$ cat src/rtl/core/ifd_pkg.sv
package ifd_pkg;

  localparam int unsigned IFD_W       = 64;
  localparam int unsigned IFD_STEPS   = IFD_W;
  localparam int unsigned IFD_LATENCY = IFD_STEPS + 3;

  localparam logic [2:0] OP_ADD = 3'd0;
  localparam logic [2:0] OP_SUB = 3'd1;
  localparam logic [2:0] OP_MUL = 3'd2;
  localparam logic [2:0] OP_DIV = 3'd3;
  localparam logic [2:0] OP_MOD = 3'd4;

  localparam logic [1:0] FAULT_NONE     = 2'd0;
  localparam logic [1:0] FAULT_DIV_ZERO = 2'd1;
  localparam logic [1:0] FAULT_OVERFLOW = 2'd2;

  typedef struct packed {
    logic [2:0]       op;
    logic [1:0]       fault;
    logic             neg_num;
    logic             neg_den;
    logic [IFD_W-1:0] val;
    logic [IFD_W-1:0] num;
    logic [IFD_W-1:0] den;
    logic [IFD_W-1:0] quo;
    logic [IFD_W-1:0] rem;
  } ifd_beat_t;

endpackage

$ cat src/rtl/core/ifd_div_stage.sv
module ifd_div_stage
  import ifd_pkg::*;
(
  input  logic      clk,
  input  logic      rst_n,
  input  logic      in_valid,
  input  ifd_beat_t in_beat,
  output logic      out_valid_r,
  output ifd_beat_t out_beat_r
);

  logic [IFD_W:0]   rem_sh;
  logic [IFD_W:0]   diff;
  logic             take;
  ifd_beat_t        beat_nxt;

  always_comb begin
    rem_sh   = {in_beat.rem, in_beat.num[IFD_W-1]};
    diff     = rem_sh - {1'b0, in_beat.den};
    take     = !diff[IFD_W];
    beat_nxt = in_beat;
    beat_nxt.num = {in_beat.num[IFD_W-2:0], 1'b0};
    beat_nxt.quo = {in_beat.quo[IFD_W-2:0], take};
    beat_nxt.rem = take ? diff[IFD_W-1:0] : rem_sh[IFD_W-1:0];
  end

  always_ff @(posedge clk) begin
    if (!rst_n) begin
      out_valid_r <= 1'b0;
    end else begin
      out_valid_r <= in_valid;
    end
  end

  always_ff @(posedge clk) begin
    out_beat_r <= beat_nxt;
  end

endmodule

$ cat config.mk
export PLATFORM = sky130hd
export DESIGN_NAME = ifd_div_stage
export DESIGN_NICKNAME = d
export VERILOG_FILES = /design/src/rtl/core/ifd_pkg.sv /design/src/rtl/core/ifd_div_stage.sv
export SDC_FILE = /design/constraint.sdc
export NUM_CORES = 1
export LEC_CHECK = 0
export BUFFER_PORTS_ARGS = -buffer_cell sky130_fd_sc_hd__clkbuf_2
export CAP_MARGIN = 20
export CORE_AREA = 8 8 248 250
export CTS_CLUSTER_SIZE = 14
export DETAILED_ROUTE_END_ITERATION = 16
export DIE_AREA = 0 0 256 258
export GPL_ROUTABILITY_DRIVEN = 1
export GPL_TIMING_DRIVEN = 0
export SLEW_MARGIN = 10
export SYNTH_ARGS = -nofsm -noshare
export SYNTH_HDL_FRONTEND = slang
export SYNTH_SLANG_ARGS = --single-unit
export TNS_END_PERCENT = 20
$ cat constraint.sdc
create_clock -name clk -period 3.69 [get_ports clk]
set_clock_uncertainty 0.2 [all_clocks]
set_input_delay 0.369 -clock clk [delete_from_list [all_inputs] [get_ports clk]]
set_output_delay 0.369 -clock clk [all_outputs]
set_load 0.02 [all_outputs]
==> results of run 1 <==
## critical path, cell delays in order
cell and delay (ns):
clkbuf_2 0.14, inv_1 0.07, ha_1 0.37, a21oi_2 0.19
nor2_1 0.05, or4b_1 0.54, or4b_4 0.63, a311o_1 0.39
a211oi_4 0.38, o21ai_1 0.19, mux2i_1 0.18, mux2_1 0.32
## final cells by class
class	instances	area, µm²
Tap cell	765	957.2
Fill cell	5742	36850
Timing Repair Buffer	985	6571
Clock buffer	47	1067
Clock inverter	22	206.4
Inverter	88	335.3
Antenna cell	9	22.52
Buffer	32	167.7
Sequential cell	327	6546
Multi-Input combinational cell	623	4646
## where the power goes
group,internal (mW),total [mW],switching [mW]
clock,2.22,3.82,1.60
combinational,1.02,2.47,1.45
sequential,3.86,3.97,0.103
## cell families after synthesis
kind of cell               synth area share (%)
adders and majority gates                 7.074
and+or+nand+nor                           8.724
muxes                                     6.082
AOI/OAI and AO/OA                         13.29
buffers and inverters                     4.076
xor gates and xnor gates                  4.303
DFF                                       56.42
other                                   0.03232
## worst min path at each step
| stage | start | endpoint | depth (start not counted) |
|---|---|---|---|
| final | in_beat[43] | out_beat_r[44] | 3 |
| after global routing | in_beat[43] | out_beat_r[44] | 3 |
| after CTS | in_beat[43] | out_beat_r[44] | 3 |
| after detailed placement | in_beat[202] | out_beat_r[203] | 1 |
| after global placement | in_beat[223] | out_beat_r[224] | 1 |
| after floorplan | in_beat[99] | out_beat_r[100] | 0 |
## cells in the mapped netlist (9+ instances only)
cell / instances
ha_1: 64
xnor2_1: 34
dfxtp_1: 327
o21ai_1: 17
mux2_1: 48
xor2_1: 23
inv_1: 87
nor2_1: 42
o21bai_1: 15
o21ai_0: 19
nand3_1: 10
nor2b_1: 11
clkbuf_1: 26
and3_1: 9
nand4_1: 22
a21oi_1: 78
nand2_1: 62
a21o_1: 32
## cell usage in the layout (no fill, tap or decap), types with 6 or more instances in the layout
cell type	n
a21oi_1	78
o21bai_1	15
nor2_1	42
nor3_1	8
xnor2_1	34
diode_2	9
dfxtp_1	327
clkbuf_1	26
mux2i_1	6
o21ai_1	16
inv_1	87
o21a_1	6
mux2_1	48
clkinv_2	8
and3_1	9
nand3_1	10
nand4_1	22
dlygate4sd3_1	327
clkbuf_16	40
a31oi_1	8
xor2_1	23
clkbuf_2	656
mux2_2	8
and2_1	6
nor2b_1	11
nand2_1	62
a21o_1	32
o21ai_0	19
ha_1	61
nand2b_1	8
## per-stage QoR
step,setup slack [ns],hold slack (ns)
2_1_floorplan,0.2434,0.1967
3_3_place_gp,-1.058,0.2717
3_5_place_dp,-0.8570,0.2730
4_1_cts,0.008756,0.02463
5_1_grt,0.03536,0.02440
6_report,0.09440,0.06307
## what timing repair did
| action | in CTS | in global routing |
|---|---|---|
| buffers inserted | 1 | 1 |
| hold buffers | 327 | 0 |
| endpoints found under the hold margin | 325 | 0 |
| endpoints found under the setup margin | 57 | 60 |
| resized for setup | 9 | 15 |
| pin swaps | 1 | 2 |
## registers in the layout, summed over array words and instances (netlist names)
signal,cells
out_beat_r,326
out_valid_r,1
## per-layer routing
metal	up-vias	wire length [µm]	part of all wire, %
met5	-	172	0.27
met1	5662	23480	37
li1	5766	-	-
met2	497	30840	48
met3	138	5654	8.8
met4	26	3976	6.2
==> impl_metrics.csv, run 1 <==
group,metric,value,unit
global_route,top_usage_layer,"met2",
yosys,yosysWarnings,0,
clock_tree,clockRootBuffer,"clkbuf_16",
run,cap_violations,0,
timing,hold_viol,0,
global_route,met3_usage,7.519,%
global_route,grt_pass1_vias,13050,
critical_path,path_max_fanout,5,
floorplanning,initial_utilization,20.23,%
timing,worst_pin_slew,0.7790,ns
yosys,synth.top_cell.area_share,56.42,%
timing,rsz0062_at_grt,"no",
critical_path,start_kind,"input pin",
global_route,met2_usage,31.76,%
global_route,grt_start_max_net_pins,14,
yosys,synth_nets,1467,
clock_tree,clockBufferDepth,3,
route,drtPass1Iterations,5,
placement,dpl.hpwl,51570,µm
final_layout,drive_gt1_share,35.78,%
yosys,synthCells,1072,
status,status,"finished clean",
timing,min_period,3.596,ns
power,p_leak,9.988,nW
yosys,ys_seq_area_share,56.42,%
clock_tree,cts_inserted_buffers,40,
timing,finalCritPeriodShare,97.44,%
route,route.detailed.drc,0,
placement,gp_congestion,0.8669,
timing,drv_slew,0,
floorplanning,core,57370,µm²
route,drtAntennaViolNets,0,
yosys,synth_enable_flop_cells,0,
placement,port_buffers,655,
yosys,synthFlopType,"dfxtp_1",
critical_path,critPathKind,"input pin to register",
global_route,gr-usage-all-layers,18.46,%
yosys,syn_avg_cell_area,10.82,µm²
route,drtIter0Drc,537,
timing,fmax,278.1,MHz
yosys,ys_ff_latch,327,
timing,slew_headroom,47.75,%
floorplanning,die_y,258,µm
critical_path,startpoint,"in_beat[152]",
clock_tree,cts_tree,"yes",
clock_tree,clkTransAtPathRegs,0.06,ns
yosys,synthTopCellsByArea,"dfxtp_1, ha_1, mux2_1",
placement,dp.cells,2493,
route,vias,12090,
critical_path,worstPathRequired,3.92,ns
floorplanning,die-width,256,µm
clock_tree,htreeDepth,2,
global_route,grt_antenna_before_repair,24,
final_layout,area_growth,76.86,%
route,vias_per_cell,4.171,
route,routed_wl,64120,µm
min_path,hold_class,"input pin to register",
clock_tree,clkSinkCount,327,
yosys,yosysUniqueCellTypes,72,
power,ir_worst_vdd,0.0004598,V
final_layout,utilization,35.77,%
global_route,grt_pass1_wl,90910,µm
global_route,grt_util_met1,19.05,%
critical_path,endpoint_kind,"register",
timing,setup_viol,0,
floorplanning,ios,658,
yosys,synth_area,11600,µm²
final_layout,design_area,20520,µm²
critical_path,crit_path_end,"out_beat_r[59]",
critical_path,cp_data_arrival_time,3.83,ns
power,p_total,10.26,mW
final_layout,nNetsFinal,2492,
yosys,yosys.area.top_type,"dfxtp_1",
global_route,grt_overflow_total,0,
yosys,async_flop_share,0,%
route,wl_per_cell,22.13,µm
floorplanning,rows,88,
placement,place_area,15850,µm²
timing,setup-tns-final,0,ns
floorplanning,die_area,66050,µm²
power,power_density,499.8,nW/µm²
final_layout,stdcell_count,2898,
(Power assumes the default switching activity.)
==> run 2: changes to the inputs <==
- CORE_AREA: 8 8 248 250 -> 8 8 247 249
- DIE_AREA: 0 0 256 258 -> 0 0 255 257
- PLACE_DENSITY: default -> 0.5
- clock period: 3.69 -> 4.5 ns (I/O delays scaled with it)
==> impl_metrics.csv, run 2 (synthesis results as in run 1) <==
group,metric,value,unit
timing,hold_viol,0,
route,drtPass1Iterations,5,
critical_path,cp_data_arrival_time,4.51,ns
route,route.detailed.drc,0,
critical_path,start_kind,"input pin",
status,status,"finished clean",
timing,rsz0062_at_grt,"no",
placement,port_buffers,655,
route,vias_per_cell,4.153,
timing,worst_pin_slew,0.9607,ns
global_route,grt_overflow_total,0,
critical_path,endpoint_kind,"register",
critical_path,worstPathRequired,4.74,ns
final_layout,num-fill-cells,5746,
final_layout,mostFrequentLayoutCell,"clkbuf_2",
floorplanning,core,57030,µm²
timing,finalCritPeriodShare,94.75,%
timing,drv_slew,0,
placement,gp_congestion,0.8877,
power,p_total,8.562,mW
global_route,gr-usage-all-layers,18.16,%
timing,min_period,4.264,ns
timing,slew_headroom,35.36,%
final_layout,top_regs,"out_beat_r (326), out_valid_r (1)",
power,p_sw,2.572,mW
power,ir_worst_vdd,0.0002751,V
clock_tree,clockBufferDepth,3,
power,p_leak,10.00,nW
final_layout,area_growth,76.73,%
floorplanning,rows,88,
floorplanning,initial_utilization,20.34,%
global_route,grt_pass1_vias,13050,
power,netSwitchingFraction,30.04,%
route,drtAntennaViolNets,0,
final_layout,largest_register_ffs,326,
placement,dpl.hpwl,50760,µm
floorplanning,die_y,257,µm
final_layout,nNetsFinal,2487,
power,power_frac_clock,38.7,%
global_route,grt_start_max_net_pins,14,
critical_path,critPathKind,"input pin to register",
route,drtIter0Drc,505,
min_path,hold_class,"input pin to register",
route,wl_per_cell,21.61,µm
min_path,min_from,"in_beat[0]",
critical_path,startpoint,"in_beat[142]",
timing,setup_viol,0,
global_route,grt_antenna_before_repair,23,
power,p_seq_share,38.0,%
power,p_comb_share,23.3,%
final_layout,drive_gt1_share,35.31,%
run,cap_violations,0,
clock_tree,clockRootBuffer,"clkbuf_16",
clock_tree,htreeDepth,2,
route,routed_wl,62590,µm
final_layout,top_register,"out_beat_r",
floorplanning,die-width,255,µm
global_route,grt_pass1_wl,88250,µm
power,power_density,417.6,nW/µm²
clock_tree,clkTransAtPathRegs,0.06,ns
clock_tree,clkSinkCount,327,
final_layout,final_cell_mix,"clkbuf_2, dfxtp_1, dlygate4sd3_1, inv_1, a21oi_1",
floorplanning,die_area,65540,µm²
power,internal_power,5.990,mW
floorplanning,ios,658,
critical_path,path_max_fanout,6,
clock_tree,cts_tree,"yes",
route,vias,12030,
timing,fmax,234.5,MHz
placement,dp_slack,-0.2043,ns
clock_tree,cts_inserted_buffers,39,
timing,finalWorstSetupSlack,0.2363,ns
==> run 2: changes by cell type in the layout (fill, tap and decap cells not counted), sizes merged <==
cell / delta
dlygate4sd3: -2
buf: -8
bufinv: +2
clkinv: -5
clkbuf: +12
clkinvlp: -3
diode: +1
inv: +1
==> run 2: path summary, 6_finish.rpt <==
kind / endpoint / slack (ns) / cells past startpoint
hold / removal: out_beat_r[1] / 0.04 / 3
setup / recovery: out_beat_r[57] / 0.24 / 14
==> run 2: routing by layer <==
metal	GRT usage, %	share of wire (%)	up-vias
met5	0	0.27	-
met4	8.911	5.4	24
met2	31.49	48	454
li1	-	-	5756
met3	5.968	8.0	115
met1	19.63	38	5677
==> run 2: metrics by stage <==
| step | hold WS, ns | utilization [%] | area, µm² | cells | TNS (ns) |
|---|---|---|---|---|---|
| after floorplan | 0.2777 | - | 11600 | 1072 | 0 |
| after global placement | 0.3532 | 27.77 | 15840 | 2492 | -4.541 |
| after global routing | 0.02879 | 35.93 | 20490 | 2892 | 0 |
| final | 0.03704 | 35.95 | 20500 | 2896 | 0 |
| after detailed placement | 0.3540 | 27.78 | 15850 | 2492 | -6.688 |
| after CTS | 0.002767 | 35.86 | 20450 | 2887 | 0 |
==> run 2: layout make-up <==
type                       instances  area (µm²)  area share (%)
antenna                           10       25.02          0.1220
buffer                            33       151.4          0.7383
clock buffer                      53        1130           5.510
clock inverter                    17       224.0           1.092
inverter                          88       332.8           1.623
multi-input combinational        623        4607           22.47
sequential                       327        6546           31.93
tap                              765       957.2           4.668
timing repair buffer             980        6531           31.85
==> run 2: power groups by stage <==
stage / Combinational, mW / Clock [mW] / Sequential [mW]
after floorplan: 0.654 / 0 / 3.65
after global placement: 1.76 / 0 / 3.31
after detailed placement: 1.76 / 0 / 3.31
after CTS: 2.02 / 3.43 / 3.25
after global routing: 2.15 / 3.56 / 3.28
final: 1.99 / 3.32 / 3.25
==> run 2: timing repair <==
item / CTS / global route
buffers inserted: 0 / 0
hold buffers: 325 / 0
hold endpoints to repair: 324 / 0
gates resized for setup: 0 / 8
endpoints found under the setup margin: 0 / 56
==> run 2: worst max-delay path: stages <==
cell and delay [ns]:
dlygate4sd3_1 0.54, clkbuf_2 0.15, inv_1 0.08, ha_1 0.39, and3_1 0.18, clkbuf_1 0.21
and2_1 0.17, o211ai_1 0.15, or4b_4 0.31, a41oi_2 0.26, o41ai_2 0.86, a21boi_1 0.26
xnor2_1 0.19, mux2_2 0.28
==> run 3: changes to the inputs <==
- CORE_AREA: 8 8 247 249 -> 8 8 249 251
- CTS_BUF_LIST: default -> sky130_fd_sc_hd__clkbuf_8
- DIE_AREA: 0 0 255 257 -> 0 0 257 259
- PLACE_DENSITY: 0.5 -> 0.52
- SETUP_SLACK_MARGIN: default -> 0.1
==> impl_metrics.csv, run 3 (synthesis results as in run 1) <==
group,metric,value,unit
clock_tree,htreeDepth,2,
final_layout,num-fill-cells,5834,
clock_tree,clockRootBuffer,"clkbuf_8",
placement,dp.cells,2501,
timing,rsz0062_at_grt,"no",
route,wl_met1,24100,µm
timing,finalCritPeriodShare,93.04,%
final_layout,nNetsFinal,2510,
timing,hold_viol,0,
timing,worst_pin_slew,0.9698,ns
route,routed_wl,64170,µm
final_layout,stdcell_count,2940,
clock_tree,cts_inserted_buffers,57,
clock_tree,clkTransAtPathRegs,0.06,ns
floorplanning,ios,658,
timing,min_period,4.187,ns
final_layout,top_regs,"out_beat_r (326), out_valid_r (1)",
global_route,grt_start_max_net_pins,16,
critical_path,start_kind,"input pin",
min_path,hold_class,"input pin to register",
global_route,grt_pass1_wl,89730,µm
final_layout,final_cell_mix,"clkbuf_2, dlygate4sd3_1, dfxtp_1, inv_1, a21oi_1",
timing,finalWorstSetupSlack,0.3131,ns
run,cap_violations,0,
route,routed.top_layer,"met5",
critical_path,path_max_fanout,10,
timing,slew_headroom,34.75,%
final_layout,area_growth,76.05,%
global_route,gr-usage-all-layers,18.20,%
critical_path,critPathKind,"input pin to register",
route,vias,12080,
clock_tree,cts_tree,"yes",
route,wl_met3,4917,µm
route,routed-wl-met2,31070,µm
timing,drv_slew,0,
global_route,grt_overflow_total,0,
floorplanning,die_area,66560,µm²
route,wl_per_cell,21.83,µm
floorplanning,die_y,259,µm
placement,port_buffers,655,
floorplanning,core,58240,µm²
floorplanning,die-width,257,µm
route,drtAntennaViolNets,0,
timing,fmax,238.8,MHz
final_layout,mostFrequentLayoutCell,"clkbuf_2",
placement,dp_slack,-0.2164,ns
power,power_density,401.4,nW/µm²
power,p_total,8.199,mW
route,vias_per_cell,4.110,
global_route,grt_antenna_before_repair,25,
critical_path,worstPathRequired,4.79,ns
timing,setup_viol,0,
clock_tree,clkSinkCount,327,
floorplanning,initial_utilization,19.92,%
global_route,grt_pass1_vias,12940,
final_layout,largest_register_ffs,326,
status,status,"finished clean",
power,p_leak,10.04,nW
floorplanning,rows,89,
placement,dpl.hpwl,52420,µm
placement,gp_congestion,0.8924,
clock_tree,clockBufferDepth,3,
route,drtPass1Iterations,5,
final_layout,drive_gt1_share,35.94,%
critical_path,endpoint_kind,"register",
route,route.detailed.drc,0,
power,ir_worst_vdd,0.0002890,V
final_layout,top_register,"out_beat_r",
route,drtIter0Drc,560,
critical_path,cp_data_arrival_time,4.48,ns
-- run 3: changes by cell type in the layout (fill, tap and decap cells not counted), sizes merged --
cell	before	now
dlygate4sd3	325	327
diode	10	8
buf	3	6
bufinv	4	5
clkinv	7	10
clkbuf	738	751
inv	92	105
clkinvlp	2	5
-- run 3: worst paths after layout --
check	startpoint	to	slack (ns)	cells past startpoint
hold / removal	in_beat[63]	out_beat_r[62]	0.17	5
setup / recovery	in_beat[149]	out_beat_r[35]	0.31	15
-- run 3: per-layer routing --
layer	global-route usage (%)	vias up
met5	0	-
met4	10.05	14
met3	6.142	128
met2	31.16	523
met1	19.67	5603
li1	-	5815
-- run 3: worst max-delay path, stage by stage --
cell	delay [ns]
dlygate4sd3_1	0.52
clkbuf_2	0.11
inv_1	0.04
ha_1	0.38
nand4_1	0.26
nor4b_4	0.46
nand4_1	0.14
o22a_2	0.28
a21oi_1	0.24
o21ai_1	0.16
and2_1	0.24
o211a_2	0.35
clkinv_2	0.18
clkbuf_4	0.26
mux2_1	0.39
-- run 3: area by class of cell --
cell class / count / area, µm² / share of cell area [%]
timing repair buffer: 984 / 6564 / 32.13
sequential: 327 / 6546 / 32.05
multi-input combinational: 623 / 4619 / 22.62
tap: 773 / 967.2 / 4.735
clock buffer: 66 / 908.4 / 4.447
inverter: 88 / 331.6 / 1.623
clock inverter: 37 / 316.6 / 1.550
buffer: 34 / 152.6 / 0.7473
antenna: 8 / 20.02 / 0.09801
-- run 3: through the flow --
step                cell area [µm²]  utilization (%)  hold WS, ns  TNS [ns]
CTS                           20360            34.96       0.1159         0
floorplan                     11600                -       0.2777         0
global placement              15850            27.21       0.3534    -8.230
global route                  20410            35.05       0.1823         0
detailed placement            15860            27.23       0.3539    -9.061
finish                        20430            35.07       0.1684         0
-- run 3: where the power goes --
group          total (mW)  switching (mW)  internal (mW)
combinational        2.02            1.20          0.820
clock                2.94            1.30           1.63
sequential           3.25          0.0791           3.17
total                8.20            2.58           5.62
-- run 3: what timing repair did --
action,in CTS,in global routing
resized for setup,0,11
hold buffers,327,0
hold endpoints to repair,326,0
endpoints found under the setup margin,0,56
buffers inserted,0,1
